$ cat config.mk
export PLATFORM = sky130hd
export DESIGN_NAME = sik_queue
export DESIGN_NICKNAME = d
export VERILOG_FILES = /design/src/hw/rtl/sik_pkg.sv /design/src/hw/rtl/sik_queue.sv
export SDC_FILE = /design/constraint.sdc
export NUM_CORES = 1
export LEC_CHECK = 0
export ABC_CLOCK_PERIOD_IN_PS = 2750
export BUFFER_PORTS_ARGS = -buffer_cell sky130_fd_sc_hd__buf_2
export CORE_UTILIZATION = 45
export DETAILED_ROUTE_END_ITERATION = 12
export GPL_ROUTABILITY_DRIVEN = 0
export PLACE_DENSITY = 0.82
export SLEW_MARGIN = 20
export SYNTH_ARGS = -nofsm -noshare
export SYNTH_HDL_FRONTEND = slang
export SYNTH_SLANG_ARGS = --single-unit
$ cat constraint.sdc
create_clock -name clk -period 2.75 [get_ports clk]
set_input_delay 0 -clock clk [delete_from_list [all_inputs] [get_ports clk]]
set_output_delay 0 -clock clk [all_outputs]
set_load 0.1 [all_outputs]
$ cat src/hw/rtl/sik_pkg.sv
`default_nettype none

package sik_pkg;

  localparam int MODULE_COUNT = 3;
  localparam int CORDIC_STEPS = 24;
  localparam int SQRT_STEPS   = 32;
  localparam int DIV_STEPS    = 17;

  // pi/1800 in Q24
  localparam logic signed [16:0] WRAD_Q24      = 17'sd29282;
  // 180 deg in 0.01 deg / 4096 units
  localparam logic signed [28:0] ANG_HALF_TURN = 29'sd73728000;
  localparam logic signed [16:0] ANG_LIMIT     = 17'sd18000;

  // register indexes
  localparam logic [2:0] REG_POS_A     = 3'd0;
  localparam logic [2:0] REG_POS_B     = 3'd1;
  localparam logic [2:0] REG_POS_C     = 3'd2;
  localparam logic [2:0] REG_TRANS_DZ  = 3'd3;
  localparam logic [2:0] REG_ROT_DZ    = 3'd4;
  localparam logic [2:0] REG_MAX_SPEED = 3'd5;

  // classified command as queued between front and back
  typedef struct packed {
    logic signed [15:0] vel_x;
    logic signed [15:0] vel_y;
    logic signed [15:0] yaw_rate;
    logic               stop;
  } cmd_t;

  // queue status seen by both sides
  typedef struct packed {
    logic full;
    logic empty;
  } qstat_t;

  typedef enum logic [3:0] {
    ST_IDLE, ST_MUL1, ST_MUL2, ST_SUM, ST_ROUND, ST_SQR, ST_SQADD, ST_SQRT,
    ST_PREP, ST_DIV, ST_ANGI, ST_NORM, ST_CORD, ST_ANGR, ST_OUT
  } state_t;

  // atan(2^-i) in 0.01 deg / 4096 units
  function automatic logic [24:0] atan_entry(input logic [4:0] i);
    logic [24:0] r;
    case (i)
      5'd0:  r = 25'd18432000;
      5'd1:  r = 25'd10881045;
      5'd2:  r = 25'd5749245;
      5'd3:  r = 25'd2918407;
      5'd4:  r = 25'd1464867;
      5'd5:  r = 25'd733147;
      5'd6:  r = 25'd366663;
      5'd7:  r = 25'd183343;
      5'd8:  r = 25'd91673;
      5'd9:  r = 25'd45837;
      5'd10: r = 25'd22918;
      5'd11: r = 25'd11459;
      5'd12: r = 25'd5730;
      5'd13: r = 25'd2865;
      5'd14: r = 25'd1432;
      5'd15: r = 25'd716;
      5'd16: r = 25'd358;
      5'd17: r = 25'd179;
      5'd18: r = 25'd90;
      5'd19: r = 25'd45;
      5'd20: r = 25'd22;
      5'd21: r = 25'd11;
      5'd22: r = 25'd6;
      5'd23: r = 25'd3;
      default: r = 25'd0;
    endcase
    return r;
  endfunction

endpackage

`default_nettype wire

$ cat src/hw/rtl/sik_queue.sv
`default_nettype none

module sik_queue (
  input  wire logic            clk,
  input  wire logic            rst,
  input  wire logic            push,
  input  wire sik_pkg::cmd_t   push_data,
  input  wire logic            pop,
  output sik_pkg::cmd_t        head,
  output sik_pkg::qstat_t      stat
);

  sik_pkg::cmd_t mem [2];
  logic       wr_ptr;
  logic       rd_ptr;
  logic [1:0] count;

  // two-entry storage
  always_ff @(posedge clk) begin
    if (push) begin
      mem[wr_ptr] <= push_data;
    end
  end

  // pointers and fill level
  always_ff @(posedge clk) begin
    if (rst) begin
      wr_ptr <= 1'b0;
      rd_ptr <= 1'b0;
      count  <= 2'd0;
    end else begin
      if (push) begin
        wr_ptr <= ~wr_ptr;
      end
      if (pop) begin
        rd_ptr <= ~rd_ptr;
      end
      count <= count + {1'b0, push} - {1'b0, pop};
    end
  end

  assign head       = mem[rd_ptr];
  assign stat.full  = (count == 2'd2);
  assign stat.empty = (count == 2'd0);

endmodule

`default_nettype wire

# After elaboration in Yosys (flattened, before gate mapping)
# Memory sizes are Yosys's and may differ from the RTL's. A register that Yosys moved wholly into a read port is not among the register bits.
# Cells that the tools add are included.
# W data, S select, Z words.
classes:
  addsub: 2
  eq_ne: 1
  muxes: 4
  bitwise_logic: 2
  n_reduce_logical: 1
ops:
  columns: ["operator", "count"]
  rows:
  - ["$mux W1", 4]
  - ["$add A2 B1 Y2", 1]
  - ["$eq A2 B2 Y1 const B", 1]
  - ["$logic_not A2 Y1", 1]
  - ["$not A1 Y1", 2]
  - ["$sub A2 B1 Y2", 1]
word_totals:
  reg_bits: 4
  ramBits: 98
  input_bits: 53
  out_inout_bits: 51
  word_cells: 14
  mem_count: 1
mem_list:
  columns: ["memory", "words", "width", "read_ports", "rd_clocked_by_memory_dff", "write_ports", "line", "source"]
  rows:
  - ["mem", 2, 49, 1, 1, 1, "sik_queue.sv:13", "sik_pkg::cmd_t mem [2];"]

# Depth between registers and ports, before layout
# Gate-level depths: netlist of run 1.
depth:
  depth_word: 3
  depth_mapped: 6
  mapped_depth_nobuf: 6

# Worst setup path before layout of run 1
# No wires, ideal clock.
synth_path:
  kind: "flip-flop to flip-flop"
  startpoint: "reg wr_ptr"
  endpoint: "mem mem[0][0] (netlist name) (enable)"
  arrival_ps: 2514
  required_time_ps: 2288
  slack_ps: -226
  path_stages_with_launch: 2
  period_less_slack_ps: 2976
  path_cell_list: "dfxtp_1 -> nor2b_1"
synth_rtl:
  columns: ["element", "line", "source"]
  rows:
  - ["start: declaration", "sik_queue.sv:14", "logic wr_ptr;"]
  - ["start signal: assignment", "sik_queue.sv:33", "wr_ptr <= ~wr_ptr;"]
  - ["end: declaration", "sik_queue.sv:13", null]
# No word-level cell before the write port.

==> results of run 1 <==
==> registers in the layout (all words and copies together), names as in the netlist, named ones only <==
| register | count |
|---|---|
| rd_ptr | 1 |
| count | 2 |
| wr_ptr | 1 |
| mem | 98 |
==> Yosys cell counts (all sizes together) <==
cell type / instances / area (um2)
mux2: 49 / 589.3
inv: 2 / 7.510
buf: 5 / 48.79
ha: 2 / 25.02
edfxtp: 98 / 2943
and2: 1 / 6.260
nor2: 5 / 18.77
dfxtp: 5 / 100.1
nor2b: 3 / 18.77
xnor2: 2 / 17.52
xnor3: 1 / 22.52
==> area by class of cell <==
| class | count | area, um2 |
|---|---|---|
| Sequential cell | 103 | 3044 |
| Fill cell | 597 | 2989 |
| Timing Repair Buffer | 161 | 1096 |
| Multi-Input combinational cell | 63 | 706.9 |
| Tap cell | 105 | 131.4 |
| Clock buffer | 10 | 127.6 |
| Clock inverter | 4 | 72.57 |
| Inverter | 2 | 7.507 |
==> final timing paths <==
check                                            end  slack [ns]                 from
worst max-delay path                         head[0]        0.73            flip-flop
worst max register to register  mem[0][32]$_DFFE_PP_        1.20  wr_ptr$_SDFFE_PP0P_
worst min register to register   rd_ptr$_SDFFE_PP0P_        0.52  rd_ptr$_SDFFE_PP0P_
worst min-delay path            mem[1][43]$_DFFE_PP_        0.37        push_data[43]
==> power by group <==
group | leakage [uW] | internal (uW) | switching, uW
Sequential | 0.000962 | 1830 | 43.2
Clock | 0.0000982 | 502 | 459
Combinational | 0.000944 | 256 | 801
Total | 0.00200 | 2590 | 1300
==> metrics by stage <==
stage          hold slack [ns]  cells
6_report                0.3676    448
5_1_grt                 0.3561    448
4_1_cts                 0.3475    448
3_5_place_dp            0.1922    381
3_3_place_gp            0.1872    381
2_1_floorplan          0.07161    173
==> repair_timing <==
action / CTS / global route
setup buffers: 0 / 0
hold endpoints to repair: 103 / 0
hold buffers: 53 / 0
==> layer usage <==
layer / part of all wire (%) / routed length (um) / vias to the layer above
li1: - / - / 1000
met1: 39 / 2596 / 1018
met2: 54 / 3627 / 65
met3: 5.1 / 337 / 12
met4: 1.7 / 112 / 0
met5: 0 / 0 / -
==> kinds of logic (layout without fill, tap and decap cells) <==
kind of cell | after synthesis | after routing | synth area share (%)
xor+xnor | 3 | 3 | 1.054
fa+ha+maj | 2 | 2 | 0.6589
buf+inv | 7 | 177 | 1.483
flops | 103 | 103 | 80.13
mux | 49 | 49 | 15.52
simple gates | 9 | 9 | 1.153
==> impl_metrics.toml, run 1 <==
[status]
status = "finished, final reports clean"

[global_route]
grt_max_degree = 26
use_met2_pct = 28.77
grt_pass1_vias = 2190
grt.met1_usage_pct = 16.91
gr-usage-met3_pct = 4.854
grtUsageTotal_pct = 15.75
antenna_found_initial = 0
grt_pass1_wl_um = 10090
top_usage_layer = "met2"
grt_overflow = 0

[routing]
postRouteAntennaNets = 0
drc = 0
drtIter0Drc = 46
routed_wirelength_um = 6673
dr.pass1.iters = 4
vias = 2095
viasPerCell = 4.676
wl_per_cell_um = 14.90

[clock_tree]
root_buffer = "clkbuf_8"
htree_levels = 3
cts_repair_resize_count = 0
cts_tree = "built"
numCtsBuffers = 9
cts_sinks = 103
path_clk_slew_ns = 0.09
clk_latency_ns = 0.35
cts_buffer_depth = 2

[synthesis]
syn_avg_cell_area_um2 = 21.95
yosysSeqAreaShare_pct = 80.13
synth_fp_nets = 228
syn_inst = 173
yosysWarnings = 0
synthesis.area_um2 = 3797
synthDistinctLibCells = 14
synth_seq_cells = 103

[floorplan]
die_h_um = 93.86
coreArea_um2 = 8175
die_w_um = 93.86
initial_core_util_pct = 46.45
dieArea_um2 = 8810
row_count = 33
ios = 104

[finish]
fin_nets = 395
area_growth_pct = 36.57
num_antenna_cells = 0
finish.utilization_pct = 63.44
fin_area_um2 = 5186
layout.cells.most_common = "buf_2"
final_layout_size_suffix_gt1_share_pct = 50.44
layout_common_cells = "buf_2 (103), edfxtp_1 (98), dlygate4sd3_1 (53)"

[setup_path]
worst-r2r-cell-count = 2
critPathSlowestCell = "dfxtp_2"
critical_path.top_delay_family = "flip-flops"
crit_fanout = 25
worst_path_largest_cell_delay_ns = 0.74
worstSetupStartpointType = "flip-flop"
path_depth = 3
worstPathArrival_ns = 2.02
cp-end-kind = "output port"
crit_type = "reg -> out"
crit_buf_inv = 2
crit_chain = "buf_12 -> mux2_2 -> buf_2"
critPathRequiredTime_ns = 2.75

[hold_path]
hold_path.class = "in -> reg"
whs_path_depth = 2

[place]
post-dp-hpwl_um = 4203
io_buffers = 103
place_ws_ns = 1.066
place_area_um2 = 4456

[timing]
skew_ns = 0.007836
hold_violations = 0
tightest_slew_ns = 0.6232
slew_violations = 0
max_clock_freq_mhz = 495.2
finalCritPeriodShare_pct = 73.43
post-route-min-period_ns = 2.019
rsz0062_at_grt = "no"
setup_viol = 0
setup_tns_ns = 0
worst_slack_ns = 0.7306
relSlewSlack_pct = 58.45

[pwr]
p_leak_uw = 0.002003
peakVddDrop_v = 0.0004868
total_power_uw = 3888
powerDensity_nw_per_um2 = 749.8

[run]
drv_cap = 0
No activity file was read; power rests on OpenSTA's default activity.
==> inputs of run 2 (changes only) <==
ABC_CLOCK_PERIOD_IN_PS = 2000   (was 2750)
PLACE_DENSITY = 0.79   (was 0.82)
clock period = 2 ns   (was 2.75 ns; I/O delays follow)
==> run 2 against run 1 <==
  * Final area is 0.19% lower
  * Non-clock buffer count fell by 1
  * First-iteration DRC count increased by 130%
  * Core utilization decreased by 0.12 points
  * Routed wire length increased by 1.5%
  * Sequential cell count is the same
  * Combinational power up 40%
  * Critical path depth unchanged
  * Critical path type unchanged
==> impl_metrics.toml, run 2 (synthesis results as in run 1) <==
[timing]
finalCritPeriodShare_pct = 89.23
max_clock_freq_mhz = 560.4
post-route-min-period_ns = 1.785
setup_viol = 0
relSlewSlack_pct = 67.20
setup_tns_ns = 0
tightest_slew_ns = 0.4954
skew_ns = 0.008524
slew_violations = 0
hold_violations = 0
rsz0062_at_grt = "no"

[clock_tree]
numCtsBuffers = 9
clk_latency_ns = 0.34
path_clk_slew_ns = 0.09
root_buffer = "clkbuf_8"
cts_repair_resize_count = 0
cts_buffer_depth = 2
cts_hold_buf = 53
cts_sinks = 103
post_cts_buffers = 0
cts_tree = "built"
htree_levels = 3

[global_route]
grt_max_degree = 50
grt_pass1_wl_um = 10240
grtUsageTotal_pct = 16.02
grt_overflow = 0
antenna_found_initial = 0
grt_pass1_vias = 2270

[routing]
wl_per_cell_um = 15.11
dr.pass1.iters = 4
vias = 2170
viasPerCell = 4.844
drc = 0
postRouteAntennaNets = 0
routed_wirelength_um = 6771
drtIter0Drc = 104

[setup_path]
crit_buf_inv = 2
worstSetupStartpointType = "flip-flop"
crit_type = "reg -> out"
cp-end-kind = "output port"
critical_path.top_delay_family = "buffers and inverters"
r2r_setup_slack_ns = 0.72
crit_fanout = 34
critPathRequiredTime_ns = 2.00
worstPathArrival_ns = 1.78
crit_chain = "buf_4 -> mux2_2 -> buf_2"
critPathSlowestCell = "buf_4"
worst_path_largest_cell_delay_ns = 0.40

[finish]
multi_input_area_um2 = 706.9
layout.cells.most_common = "buf_2"
final_layout_size_suffix_gt1_share_pct = 50.44
fin_nets = 394
area_growth_pct = 36.31
seq_area_um2 = 3044
num_antenna_cells = 0
layout_common_cells = "buf_2 (103), edfxtp_1 (98), dlygate4sd3_1 (53)"
nFillCells = 601
largest_reg_flops = 98
regMostFlops = "mem"
reg_top3 = "mem: 98 flops, count: 2 flops"

[floorplan]
coreArea_um2 = 8175
die_h_um = 93.86
die_w_um = 93.86
ios = 104
row_count = 33
initial_core_util_pct = 46.45
dieArea_um2 = 8810

[pwr]
peakVddDrop_v = 0.0006387
total_power_uw = 5262
p_leak_uw = 0.002001
powerDensity_nw_per_um2 = 1017

[status]
status = "finished, final reports clean"

[place]
post-dp-hpwl_um = 3761
io_buffers = 103

[run]
drv_cap = 0

[hold_path]
hold_path.class = "in -> reg"
[run 2: final timing paths]
check	startpoint	to	depth (start not counted)
worst max-delay path	flip-flop	head[23]	3
worst min-delay path	push_data[27]	mem[1][27]$_DFFE_PP_	2
worst max register to register	count[0]$_SDFF_PP0_	count[1]$_SDFF_PP0_	6
worst min register to register	rd_ptr$_SDFFE_PP0P_	rd_ptr$_SDFFE_PP0P_	2
[run 2: worst reg2reg max path, stage by stage (launching register included)]
cell	delay [ns]
dfxtp_1	0.37
inv_1	0.06
ha_1	0.27
inv_1	0.07
ha_1	0.15
xnor3_1	0.21
nor2_1	0.09
[run 2: per-layer routing]
metal / vias to the layer above / global-route usage [%] / share of wire [%]
met2: 72 / 30.23 / 55
met1: 1089 / 16.81 / 39
met5: - / 0 / 0
met3: 8 / 3.479 / 4.9
met4: 0 / 7.308 / 1.4
li1: 1001 / - / -
[run 2: metrics by stage]
| step | utilization (%) | setup WS [ns] | cell area [um2] | std cells | hold slack, ns |
|---|---|---|---|---|---|
| floorplan | - | 0.001312 | 3805 | 173 | 0.07161 |
| global placement | 54.56 | 0.5834 | 4461 | 380 | 0.1879 |
| detailed placement | 54.56 | 0.5780 | 4461 | 380 | 0.1914 |
| CTS | 63.32 | 0.1801 | 5176 | 448 | 0.3485 |
| global route | 63.32 | 0.1153 | 5176 | 448 | 0.3546 |
| finish | 63.32 | 0.2154 | 5176 | 448 | 0.3732 |
[run 2: area by class of cell]
cell class	count	share of cell area, %
multi-input combinational	63	13.66
tap	105	2.538
inverter	2	0.1450
sequential	103	58.81
clock buffer	9	2.393
clock inverter	6	1.184
timing repair buffer	160	21.27
[run 2: power by group]
group	total [uW]	switching (uW)	internal [uW]
Clock	1230	659	570
Sequential	2550	38.5	2510
Combinational	1480	1130	356
Total	5260	1820	3440
==> inputs of run 3 (changes only) <==
ABC_CLOCK_PERIOD_IN_PS = 1800   (was 2000)
clock period = 1.8 ns   (was 2 ns; I/O delays follow)
==> run 3 against run 2 <==
  * Critical path type unchanged
  * Non-clock buffer count up 1
  * Combinational power rose by 11%
  * Sequential cell count unchanged
  * Die area did not move
  * Critical path depth stayed put
  * Hold slack got worse by 0.0090 ns
  * Core utilization rose by 0.54 points
  * Largest power group unchanged
  * Largest cell class unchanged
  * Global-route usage increased by 0.35 points
  * Total power grew 16%
  * Via count fell by 3.0%
==> impl_metrics.toml, run 3 (synthesis results as in run 1) <==
[clock_tree]
cts_tree = "built"
htree_levels = 3
post_cts_buffers = 0
cts_sinks = 103
root_buffer = "clkbuf_8"
cts_buffer_depth = 2
clk_latency_ns = 0.35
path_clk_slew_ns = 0.10
numCtsBuffers = 9

[setup_path]
worstSetupStartpointType = "flip-flop"
critPathSlowestCell = "mux2_2"
cp-end-kind = "output port"
worst_path_largest_cell_delay_ns = 0.38
critPathRequiredTime_ns = 1.80
crit_chain = "buf_12 -> mux2_2 -> buf_2"
worstPathArrival_ns = 1.62
crit_type = "reg -> out"
crit_fanout = 35

[pwr]
p_leak_uw = 0.002015
powerDensity_nw_per_um2 = 1174
peakVddDrop_v = 0.0009557

[hold_path]
hold_path.class = "in -> reg"

[timing]
skew_ns = 0.007958
max_clock_freq_mhz = 617.8
slew_violations = 0
rsz0062_at_grt = "no"
finalCritPeriodShare_pct = 89.92
setup_viol = 0
setup_tns_ns = 0
hold_violations = 0
post-route-min-period_ns = 1.619
tightest_slew_ns = 0.4951
relSlewSlack_pct = 67.22

[finish]
reg_top3 = "mem: 98 flops, count: 2 flops"
fin_nets = 395
final_layout_size_suffix_gt1_share_pct = 50.72
multi_input_area_um2 = 706.9
finish.utilization_pct = 63.85
regMostFlops = "mem"
largest_reg_flops = 98
layout.cells.most_common = "buf_2"
nFillCells = 590
num_antenna_cells = 0
layout_common_cells = "buf_2 (103), edfxtp_1 (98), dlygate4sd3_1 (52)"
seq_area_um2 = 3044
area_growth_pct = 37.46

[place]
io_buffers = 103
post-dp-hpwl_um = 3995

[global_route]
antenna_found_initial = 0
grtUsageTotal_pct = 16.37
grt_max_degree = 36
grt_pass1_wl_um = 10510
grt_overflow = 0
grt_pass1_vias = 2206

[floorplan]
coreArea_um2 = 8175
row_count = 33
die_h_um = 93.86
die_w_um = 93.86
ios = 104
dieArea_um2 = 8810
initial_core_util_pct = 46.45

[routing]
vias = 2105
viasPerCell = 4.678
wl_per_cell_um = 15.17
drc = 0
routed_wirelength_um = 6826
drtIter0Drc = 55
postRouteAntennaNets = 0
dr.pass1.iters = 4

[status]
status = "finished, final reports clean"

[run]
drv_cap = 0
## run 3: critical path: cells and delay by family, from the launching register on
family / cells / cell delay (ns)
flip-flops: 1 / 0.36
multiplexers: 1 / 0.38
buffers and inverters: 2 / 0.53
## run 3: routing by layer
| metal | share of wire [%] | vias to the layer above | global-route usage [%] |
|---|---|---|---|
| met2 | 52 | 72 | 28.47 |
| met5 | 0 | - | 0 |
| li1 | - | 1007 | - |
| met1 | 41 | 1020 | 18.93 |
| met3 | 5.9 | 6 | 4.288 |
| met4 | 0.78 | 0 | 7.308 |
## run 3: worst paths after layout
| path | depth (start not counted) | from | end | slack, ns |
|---|---|---|---|---|
| worst max-delay path | 3 | flip-flop | head[3] | 0.18 |
| worst min-delay path | 2 | push_data[19] | mem[1][19]$_DFFE_PP_ | 0.36 |
| worst max register to register | 6 | count[0]$_SDFF_PP0_ | count[1]$_SDFF_PP0_ | 0.54 |
| worst min register to register | 2 | rd_ptr$_SDFFE_PP0P_ | rd_ptr$_SDFFE_PP0P_ | 0.53 |
## run 3: final cells by class
cell class	instances	share of cell area (%)
sequential	103	58.32
timing repair buffer	161	20.95
multi-input combinational	63	13.54
tap	105	2.517
clock buffer	10	2.445
clock inverter	6	2.085
inverter	2	0.1438
## run 3: repair_timing
| item | in CTS | in global routing |
|---|---|---|
| hold buffers | 52 | 0 |
| resized for setup | 0 | 0 |
| hold endpoints to repair | 103 | 0 |
## run 3: power by group
group          internal (uW)  switching (uW)  total (uW)  leakage, uW
Sequential              2790            45.0        2840     0.000962
Combinational            392            1250        1640     0.000943
Clock                    919             730        1650     0.000110
Total                   4100            2030        6130      0.00201
## run 3: stage by stage
stage	hold WS (ns)	cells	cell area, um2	total power [uW]	setup slack, ns
2_1_floorplan	0.07161	173	3806	4196	0.09431
3_5_place_dp	0.1912	382	4463	4449	0.5459
5_1_grt	0.3471	450	5220	6332	0.1014
6_report	0.3642	450	5220	6129	0.1815
3_3_place_gp	0.1872	382	4463	4428	0.5502
4_1_cts	0.3386	450	5220	6177	0.1503
